`config.mk`:
```
export PLATFORM = sky130hd
export DESIGN_NAME = motion_event_tracker_unit
export DESIGN_NICKNAME = d
export VERILOG_FILES = /design/src/hw/rtl/met_pkg.sv /design/src/hw/rtl/met_step.sv /design/src/hw/rtl/motion_event_tracker_unit.sv
export SDC_FILE = /design/constraint.sdc
export NUM_CORES = 1
export LEC_CHECK = 0
export ABC_AREA = 1
export BUFFER_PORTS_ARGS = -buffer_cell sky130_fd_sc_hd__buf_4
export CORE_ASPECT_RATIO = 0.7
export CORE_MARGIN = 8
export CORE_UTILIZATION = 60
export CTS_BUF_LIST = sky130_fd_sc_hd__clkbuf_16
export CTS_CLUSTER_SIZE = 10
export DETAILED_ROUTE_END_ITERATION = 10
export HOLD_SLACK_MARGIN = 0.02
export MAX_ROUTING_LAYER = met4
export PLACE_DENSITY = 0.85
export SLEW_MARGIN = 20
export SYNTH_ARGS = -nofsm -noshare
export SYNTH_HDL_FRONTEND = slang
export SYNTH_SLANG_ARGS = --single-unit
export TNS_END_PERCENT = 20
```
`constraint.sdc`:
```
create_clock -name clk -period 19.6 [get_ports clk]
set_clock_uncertainty 0.15 [all_clocks]
set_input_delay 3.92 -clock clk [delete_from_list [all_inputs] [get_ports clk]]
set_output_delay 3.92 -clock clk [all_outputs]
set_load 0.005 [all_outputs]
```
`src/hw/rtl/met_pkg.sv`:
```
// Shared types, register codes and reset constants for the motion event tracker.
package met_pkg;

    localparam int CFG_IDX_W  = 1;
    localparam int CFG_DATA_W = 16;

    localparam logic [CFG_DATA_W-1:0] DEBOUNCE_RESET = 16'd30;
    localparam logic [CFG_DATA_W-1:0] HOLDOFF_RESET  = 16'd2500;

    typedef enum logic [CFG_IDX_W-1:0] {
        CFG_DEBOUNCE = 1'b0,
        CFG_HOLDOFF  = 1'b1
    } cfg_index_t;

    typedef enum logic {
        MODE_SAMPLE      = 1'b0,
        MODE_CLEAR_STATS = 1'b1
    } mode_t;

    typedef struct packed {
        logic        mode;
        logic        raw_level;
        logic [31:0] now_ms;
    } sample_t;

    typedef struct packed {
        logic        motion;
        logic        started;
        logic        ended;
        logic [31:0] last_span_ms;
        logic [31:0] event_total;
        logic [31:0] motion_sum_ms;
        logic [31:0] idle_sum_ms;
        logic [31:0] active_span_ms;
    } result_t;

endpackage

```
`src/hw/rtl/met_step.sv`:
```
// Tracker state, configuration registers and the combinational update for one word.
module met_step
    import met_pkg::*;
(
    input  logic                  clk,
    input  logic                  rst_n,
    input  logic                  cfg_we,
    input  logic [CFG_IDX_W-1:0]  cfg_index,
    input  logic [CFG_DATA_W-1:0] cfg_data,
    input  logic                  advance,
    input  sample_t               word,
    output result_t               result
);

    logic [CFG_DATA_W-1:0] debounce_ms_reg;
    logic [CFG_DATA_W-1:0] holdoff_ms_reg;

    logic        stable_level_reg,  stable_level_next;
    logic [31:0] change_mark_reg,   change_mark_next;
    logic        accepted_reg,      accepted_next;
    logic [31:0] event_counter_reg, event_counter_next;
    logic [31:0] period_start_reg,  period_start_next;
    logic [31:0] holdoff_until_reg, holdoff_until_next;
    logic [31:0] motion_accum_reg,  motion_accum_next;
    logic [31:0] idle_accum_reg,    idle_accum_next;
    logic [31:0] current_span_reg,  current_span_next;

    logic        differs;
    logic        settle;
    logic        level;
    logic        rise;
    logic        hold_ok;
    logic        start;
    logic        fall;
    logic [31:0] elapsed;
    logic [31:0] span_raw;

    always_ff @(posedge clk or negedge rst_n)
    begin
        if (!rst_n)
        begin
            debounce_ms_reg <= DEBOUNCE_RESET;
            holdoff_ms_reg  <= HOLDOFF_RESET;
        end
        else if (cfg_we)
        begin
            unique case (cfg_index_t'(cfg_index))
                CFG_DEBOUNCE: debounce_ms_reg <= cfg_data;
                CFG_HOLDOFF:  holdoff_ms_reg  <= cfg_data;
                default:      ;
            endcase
        end
    end

    always_comb
    begin
        differs  = word.raw_level != stable_level_reg;
        elapsed  = word.now_ms - change_mark_reg;
        settle   = differs && (elapsed >= {16'd0, debounce_ms_reg});
        level    = settle ? word.raw_level : stable_level_reg;
        rise     = level && !accepted_reg;
        hold_ok  = word.now_ms >= holdoff_until_reg;
        start    = rise && hold_ok;
        // A suppressed rise leaves the accepted level low so it is retried later.
        fall     = !level && accepted_reg;
        span_raw = word.now_ms - period_start_reg;

        stable_level_next  = stable_level_reg;
        change_mark_next   = change_mark_reg;
        accepted_next      = accepted_reg;
        event_counter_next = event_counter_reg;
        period_start_next  = period_start_reg;
        holdoff_until_next = holdoff_until_reg;
        motion_accum_next  = motion_accum_reg;
        idle_accum_next    = idle_accum_reg;
        current_span_next  = current_span_reg;

        result.motion       = accepted_reg;
        result.started      = 1'b0;
        result.ended        = 1'b0;
        result.last_span_ms = 32'd0;

        if (word.mode == MODE_CLEAR_STATS)
        begin
            event_counter_next = 32'd0;
            motion_accum_next  = 32'd0;
            idle_accum_next    = 32'd0;
        end
        else
        begin
            stable_level_next = level;
            if (!differs || settle)
            begin
                change_mark_next = word.now_ms;
            end
            accepted_next = rise ? hold_ok : level;
            if (start)
            begin
                event_counter_next = event_counter_reg + 32'd1;
                idle_accum_next    = idle_accum_reg + span_raw;
                period_start_next  = word.now_ms;
            end
            if (fall)
            begin
                motion_accum_next  = motion_accum_reg + span_raw;
                holdoff_until_next = word.now_ms + {16'd0, holdoff_ms_reg};
                period_start_next  = word.now_ms;
            end
            if (accepted_next)
            begin
                current_span_next = start ? 32'd0 : span_raw;
            end
            result.motion       = accepted_next;
            result.started      = start;
            result.ended        = fall;
            result.last_span_ms = (start || fall) ? span_raw : 32'd0;
        end

        result.event_total    = event_counter_next;
        result.motion_sum_ms  = motion_accum_next;
        result.idle_sum_ms    = idle_accum_next;
        result.active_span_ms = current_span_next;
    end

    always_ff @(posedge clk or negedge rst_n)
    begin
        if (!rst_n)
        begin
            stable_level_reg  <= 1'b0;
            change_mark_reg   <= 32'd0;
            accepted_reg      <= 1'b0;
            event_counter_reg <= 32'd0;
            period_start_reg  <= 32'd0;
            holdoff_until_reg <= 32'd0;
            motion_accum_reg  <= 32'd0;
            idle_accum_reg    <= 32'd0;
            current_span_reg  <= 32'd0;
        end
        else if (advance)
        begin
            stable_level_reg  <= stable_level_next;
            change_mark_reg   <= change_mark_next;
            accepted_reg      <= accepted_next;
            event_counter_reg <= event_counter_next;
            period_start_reg  <= period_start_next;
            holdoff_until_reg <= holdoff_until_next;
            motion_accum_reg  <= motion_accum_next;
            idle_accum_reg    <= idle_accum_next;
            current_span_reg  <= current_span_next;
        end
    end

    // A counted start always restarts the active span from zero.
    assert property (@(posedge clk) disable iff (!rst_n)
        advance && result.started |=> current_span_reg == 32'd0)
        else $error("active span not cleared on start");

    // Hold-off deadline moves only when motion ends.
    assert property (@(posedge clk) disable iff (!rst_n)
        advance && !result.ended |=> $stable(holdoff_until_reg))
        else $error("hold-off deadline moved without a falling edge");

    // The stored accepted level follows the reported motion flag.
    assert property (@(posedge clk) disable iff (!rst_n)
        advance |=> accepted_reg == $past(result.motion))
        else $error("accepted level differs from reported motion");

endmodule

```
`src/hw/rtl/motion_event_tracker_unit.sv`:
```
// The result register takes the step result for the word in the input register when the step advances.
// Throughput: one word per cycle while the result is not stalled; the state update is one
// compare-and-add pass between the input register and the result register.
// A stalled result holds the pipe; the input register still takes a word while
// it holds no word, or the result register is empty or being drained.
// Reset (rst_n, asynchronous): pipe empty, tracker state zero, debounce 30 ms, hold-off 2500 ms.
module motion_event_tracker_unit
    import met_pkg::*;
(
    input  logic                  clk,
    input  logic                  rst_n,
    input  logic                  cfg_we,
    input  logic [CFG_IDX_W-1:0]  cfg_index,
    input  logic [CFG_DATA_W-1:0] cfg_data,
    input  logic                  sample_valid,
    output logic                  sample_stall,
    input  sample_t               sample,
    output logic                  result_valid,
    input  logic                  result_stall,
    output result_t               result
);

    logic    in_valid_reg;
    sample_t in_word_reg;
    logic    out_valid_reg;
    result_t out_word_reg;
    result_t step_result;
    logic    advance;

    assign advance      = in_valid_reg && (!out_valid_reg || !result_stall);
    assign sample_stall = in_valid_reg && !advance;
    assign result_valid = out_valid_reg;
    assign result       = out_word_reg;

    met_step u_step (
        .clk       (clk),
        .rst_n     (rst_n),
        .cfg_we    (cfg_we),
        .cfg_index (cfg_index),
        .cfg_data  (cfg_data),
        .advance   (advance),
        .word      (in_word_reg),
        .result    (step_result)
    );

    always_ff @(posedge clk or negedge rst_n)
    begin
        if (!rst_n)
        begin
            in_valid_reg  <= 1'b0;
            out_valid_reg <= 1'b0;
        end
        else
        begin
            if (!sample_stall)
            begin
                in_valid_reg <= sample_valid;
            end
            if (advance)
            begin
                out_valid_reg <= 1'b1;
            end
            else if (!result_stall)
            begin
                out_valid_reg <= 1'b0;
            end
        end
    end

    always_ff @(posedge clk)
    begin
        if (sample_valid && !sample_stall)
        begin
            in_word_reg <= sample;
        end
        if (advance)
        begin
            out_word_reg <= step_result;
        end
    end

    // A word cannot both start and end motion.
    assert property (@(posedge clk) disable iff (!rst_n)
        result_valid |-> !(result.started && result.ended))
        else $error("start and end flagged on one word");

    // Starting motion reports motion, ending it reports idle.
    assert property (@(posedge clk) disable iff (!rst_n)
        result_valid && (result.started || result.ended) |-> result.motion == result.started)
        else $error("motion flag inconsistent with edge flags");

    // A waiting input word is held off only by a stalled, full result register.
    assert property (@(posedge clk) disable iff (!rst_n)
        sample_stall |-> in_valid_reg && out_valid_reg && result_stall)
        else $error("input stalled without a blocked result");

endmodule

```
==> results of run 1 <==
[worst max-delay path, cell delays in order]
cell	delay [ps]
buf_4	80
nand2_1	70
nor2_1	120
buf_4	130
[per-stage QoR]
stage | area [sq um] | worst slack (ps) | instances
3_3_place_gp | 31200 | 11210 | 4531
3_5_place_dp | 31200 | 11210 | 4531
6_report | 32700 | 11210 | 4630
4_1_cts | 32700 | 11200 | 4629
5_1_grt | 32700 | 11160 | 4630
2_1_floorplan | 29000 | 9700 | 3774
[logic make-up after synthesis]
logic type / after synthesis / synth area share [%]
buffers and inverters: 711 / 9.43
AND/OR/NAND/NOR: 1712 / 24.4
AO/OA/AOI/OAI: 549 / 10.2
adder cells (fa/ha/maj): 194 / 8.50
XOR/XNOR: 151 / 4.56
flip-flops: 457 / 42.9
[per-layer routing]
metal	share of wire, %	global-route usage, %
met5	0	-
met4	2.5	8.08
met3	11	7.72
met2	42	43.5
met1	45	42.6
[layout by cell type (no fill, tap or decap), types with 7 or more instances in the layout]
cell | synthesis | layout
a21boi_0 | 9 | 9
a21oi_1 | 200 | 200
a31oi_1 | 15 | 15
and2_1 | 7 | 7
buf_4 | 5 | 239
clkbuf_16 | 0 | 53
dfrtp_1 | 251 | 251
dfstp_2 | 9 | 9
edfxtp_1 | 197 | 197
ha_1 | 189 | 189
inv_1 | 599 | 636
inv_2 | 7 | 7
nand2_1 | 1117 | 1117
nand3_1 | 235 | 235
nand3b_1 | 10 | 10
nand4_1 | 33 | 33
nor2_1 | 220 | 219
nor3_1 | 49 | 49
nor4_1 | 15 | 15
o21a_1 | 9 | 9
o21ai_0 | 219 | 219
o21ai_1 | 48 | 48
o21bai_1 | 21 | 21
xnor2_1 | 49 | 49
xor2_1 | 102 | 102
[cell type report]
class | count | share of cell area, %
Multi-Input combinational cell | 2606 | 42.4
Sequential cell | 457 | 38.1
Inverter | 606 | 6.98
Timing Repair Buffer | 241 | 5.60
Clock buffer | 53 | 4.06
Tap cell | 621 | 2.38
Clock inverter | 45 | 0.555
Antenna cell | 1 | 0.00766
[where the power goes]
part,switching [mW],internal (mW)
logic,2.01,1.04
registers,0.153,1.28
clock network,0.390,0.484
total,2.55,2.80
[final timing paths]
kind | cells past startpoint | start | to
hold / removal | 2 | u_step.change_mark_reg[25]$_DFFE_PN0P_ | u_step.change_mark_reg[25]$_DFFE_PN0P_
min in group asynchronous | 1 | rst_n | u_step.holdoff_until_reg[21]$_DFFE_PN0P_
setup reg to reg | 25 | in_word_reg[0]$_DFFE_PP_ | result[62]$_DFFE_PP_
setup / recovery | 4 | result_stall | sample_stall
max in group asynchronous | 2 | rst_n | u_step.current_span_reg[1]$_DFFE_PN0P_
hold reg to reg | 2 | u_step.change_mark_reg[25]$_DFFE_PN0P_ | u_step.change_mark_reg[25]$_DFFE_PN0P_
==> impl_metrics.json, run 1 <==
{
  "die-height_um": 200,
  "cts_num_sinks": 457,
  "multiInputGateArea_sq_um": 13800,
  "wl_per_cell_um": 17.9,
  "synth_top_area_share_pct": 21.7,
  "post_cts_buffers": 0,
  "drt_iter0_drc": 2956,
  "fin_setup_tns_ps": 0,
  "rows": 67,
  "largest_register_ffs": 163,
  "wl_um": 83000,
  "area_growth_pct": 12.7,
  "fill_cells": 3943,
  "worstPathArrival_ps": 4320,
  "power_mw": 5.35,
  "dr.pass1.iters": 6,
  "final_core_util_pct": 68.4,
  "gp_congestion": 0.987,
  "cts_buffers": 52,
  "syn_area_sq_um": 29000,
  "p_leak_nw": 16.9,
  "rrSetupSlack_ps": 13740,
  "cts_tree": "yes",
  "min_period_ps": 8390,
  "crit_path_end_kind": "output port",
  "dieArea_sq_um": 55700,
  "required_ps": 15530,
  "yosys-top-cells-area": "dfrtp_1 (22%), edfxtp_1 (20%), nand2_1 (14%), ha_1 (8.2%), inv_1 (7.8%)",
  "status": "completed",
  "yosysMostFrequentCell": "nand2_1",
  "layout-drive-gt1-share_pct": 8.58,
  "fin_nets": 4214,
  "die_w_um": 279,
  "cts_root_buf": "clkbuf_16",
  "antenna_found_initial": 2,
  "synth_ff_type": "dfrtp_1",
  "synth.avg_cell_area_sq_um": 7.68,
  "drv_cap": 0,
  "grt_pass1_vias": 24573,
  "max_freq_mhz": 119,
  "port_buffers": 220,
  "relSlewSlack_pct": 28.7,
  "synth_edf_count": 197,
  "post_cts_resize_count": 0,
  "core_area_sq_um": 47800,
  "start_util_pct": 60.7,
  "post_drt_via_cell_ratio": 5.60,
  "hp-class": "flop to flop",
  "cp_max_fo": 3,
  "yosys-top-cells-count": "nand2_1 (1117), inv_1 (599), dfrtp_1 (251)",
  "setup_viol": 0,
  "holdBufCountCts": 0,
  "maxSlewViolCount": 0,
  "clkTransAtPathRegs_ps": 50,
  "rsz0062_at_grt": "false",
  "regArea_sq_um": 12400,
  "synth-seq-cells": 457,
  "hpwl_um": 60700,
  "fin_crit_sh_pct": 42.8,
  "hold_viol": 0,
  "grt_max_degree": 145,
  "htree_levels": 2,
  "power_per_cell_area_nw_per_um2": 164,
  "syn_nets": 4024,
  "grt_pass1_wl_um": 132000,
  "drc": 0,
  "worstSetupPathType": "input pin to output port",
  "yosysWarnings": 0,
  "synth_cell_types": 54,
  "top_level_ports": 221,
  "irDropWorstVdd_v": 0.0000838,
  "clock_path_buffers": 3,
  "holdWs_ps": 333,
  "ant_nets": 0,
  "synth_cells": 3774,
  "yosysTopAreaCell": "dfrtp_1",
  "tightest_slew_ps": 1070,
  "track_usage_pct": 30.3,
  "vias": 25914,
  "critPathLaunchType": "input pin",
  "clock_latency_ps": 600,
  "overflow": 0,
  "synthArstFlopShare_pct": 56.9,
  "yosysSeqAreaShare_pct": 42.9
}
(Power assumes the default switching activity.)
==> run 2: changes to the inputs <==
Settings changed: CORE_UTILIZATION 60 to 56, PLACE_DENSITY 0.85 to 0.83.
Clock period 19.6 ns to 7.2 ns, I/O delays scaled along.
==> run 2 against run 1 <==
Die area rose by 6.6%; combinational power rose to 2.7 times the previous value; register-to-register slack got worse by 12000 ps; sequential power rose to 2.7 times the previous value; critical endpoint is now u_step.current_span_reg[16]$_DFFE_PN0P_; clock power rose to 2.7 times the previous value; flip-flop and latch count did not move; non-clock buffer count rose by 3; global-route usage fell by 1.7 points; cell count rose by 1.1%.
==> impl_metrics.json, run 2 (synthesis results as in run 1) <==
{
  "status": "completed",
  "multiInputGateArea_sq_um": 13800,
  "clock_path_buffers": 3,
  "clock_latency_ps": 600,
  "post_drt_via_cell_ratio": 5.52,
  "required_ps": 7580,
  "grt_max_degree": 174,
  "final_common_cell": "nand2_1",
  "top_level_ports": 221,
  "fin_setup_tns_ps": 0,
  "fill_cells": 4362,
  "diodes": 0,
  "rsz0062_at_grt": "false",
  "ant_nets": 0,
  "overflow": 0,
  "max_freq_mhz": 182,
  "holdBufCountCts": 0,
  "fin_nets": 4217,
  "wl_per_cell_um": 17.9,
  "crit_path_end_kind": "flop",
  "vias": 25854,
  "start_util_pct": 56.9,
  "cp-startpoint": "in_word_reg[1]$_DFFE_PP_",
  "hp-class": "flop to flop",
  "grt_pass1_wl_um": 132000,
  "area_growth_pct": 13.1,
  "post_dp_cell_area_sq_um": 31200,
  "drv_cap": 0,
  "layout-drive-gt1-share_pct": 8.63,
  "drc": 0,
  "worstSetupPathType": "flop to flop",
  "track_usage_pct": 28.5,
  "min_from": "u_step.current_span_reg[22]$_DFFE_PN0P_",
  "grt_pass1_vias": 24231,
  "rr_startpoint": "in_word_reg[1]$_DFFE_PP_",
  "rows": 69,
  "drt_iter0_drc": 2949,
  "setup_viol": 0,
  "cts_num_sinks": 457,
  "clkTransAtPathRegs_ps": 60,
  "min_period_ps": 5480,
  "final_area_sq_um": 32800,
  "p_leak_nw": 17.0,
  "maxSlewViolCount": 0,
  "cts_root_buf": "clkbuf_16",
  "mostFrequentLayoutCells": "nand2_1 (1117), inv_1 (636), dfrtp_1 (251)",
  "die_w_um": 288,
  "critPathLaunchType": "flop",
  "hold_viol": 0,
  "antenna_found_initial": 0,
  "largest_register_ffs": 163,
  "irDropWorstVdd_v": 0.000202,
  "port_buffers": 220,
  "gp_congestion": 1.06,
  "htree_levels": 2,
  "relSlewSlack_pct": 29.1,
  "regArea_sq_um": 12400,
  "final_core_util_pct": 64.4,
  "worstPathArrival_ps": 5860,
  "fin_crit_sh_pct": 76.1,
  "post_cts_resize_count": 0,
  "tightest_slew_ps": 1060,
  "dieArea_sq_um": 59400,
  "cts_buffers": 52,
  "dr.pass1.iters": 5,
  "core_area_sq_um": 50900,
  "hpwl_um": 62000,
  "die-height_um": 206,
  "power_per_cell_area_nw_per_um2": 445,
  "wl_um": 83700,
  "cp_max_fo": 31,
  "cts_tree": "yes",
  "post_cts_buffers": 0
}
-- run 2: cell types whose count changed in the layout (fill, tap and decap cells not counted) --
cell / delta
buf_4: +2
clkinv_1: -2
inv_6: -2
buf_16: +1
clkbuf_16: +1
diode_2: -1
-- run 2: through the flow --
stage / cells / setup slack (ps) / power (mW) / hold slack, ps
6_report: 4682 / 1720 / 14.6 / 331
2_1_floorplan: 3774 / 184 / 9.62 / 284
3_3_place_gp: 4586 / 1980 / 11.8 / 311
3_5_place_dp: 4586 / 1900 / 11.9 / 316
5_1_grt: 4682 / 1430 / 15.7 / 351
4_1_cts: 4681 / 1860 / 14.4 / 331
-- run 2: per-layer routing --
metal  GRT usage [%]  up-vias  part of all wire [%]
li1                -    12547                     -
met1            40.7    12013                    46
met2            40.5     1142                    41
met3            6.62      152                    10
met4            7.91        0                   2.7
met5               -        -                     0
-- run 2: final cells by class --
class,instances,area share [%]
clock inverters,41,0.477
multi-input cells,2606,42.2
inverters,606,6.95
clock buffers,54,4.12
repair buffers,244,5.71
flip-flops and latches,457,37.9
well taps,674,2.57
-- run 2: path summary, 6_finish.rpt --
check / slack, ps / endpoint / cells after the start
setup reg to reg: 1720 / u_step.current_span_reg[16]$_DFFE_PN0P_ / 27
hold reg to reg: 330 / u_step.current_span_reg[22]$_DFFE_PN0P_ / 2
min in group asynchronous: 580 / u_step.holdoff_until_reg[25]$_DFFE_PN0P_ / 1
hold / removal: 330 / u_step.current_span_reg[22]$_DFFE_PN0P_ / 2
max in group asynchronous: 5150 / u_step.idle_accum_reg[8]$_DFFE_PN0P_ / 3
setup / recovery: 1720 / u_step.current_span_reg[16]$_DFFE_PN0P_ / 27
-- run 2: where the power goes --
part	switching, mW	internal, mW
Combinational	5.45	2.82
Sequential	0.409	3.49
Clock	1.07	1.33
Total	6.93	7.65
-- run 2: critical path: stages (launching register included) --
cell and delay [ps]:
edfxtp_1 540, inv_1 220, fa_1 480, inv_1 90, nand2_1 70, nand3b_2 180, nand2_1 80, nand2_1 170
xor2_1 170, ha_1 240, nand2_1 90, nor2_1 50, a211oi_1 160, nand2_1 120, nand2_1 80, nand3_1 70
nor2_1 90, nand2_1 80, nor2_4 150, nand2_2 110, nand2_4 120, nand2_2 80, buf_4 250, nor2_4 770
nand3_1 390, nand2_1 220, nand2_1 80, nand2_1 110
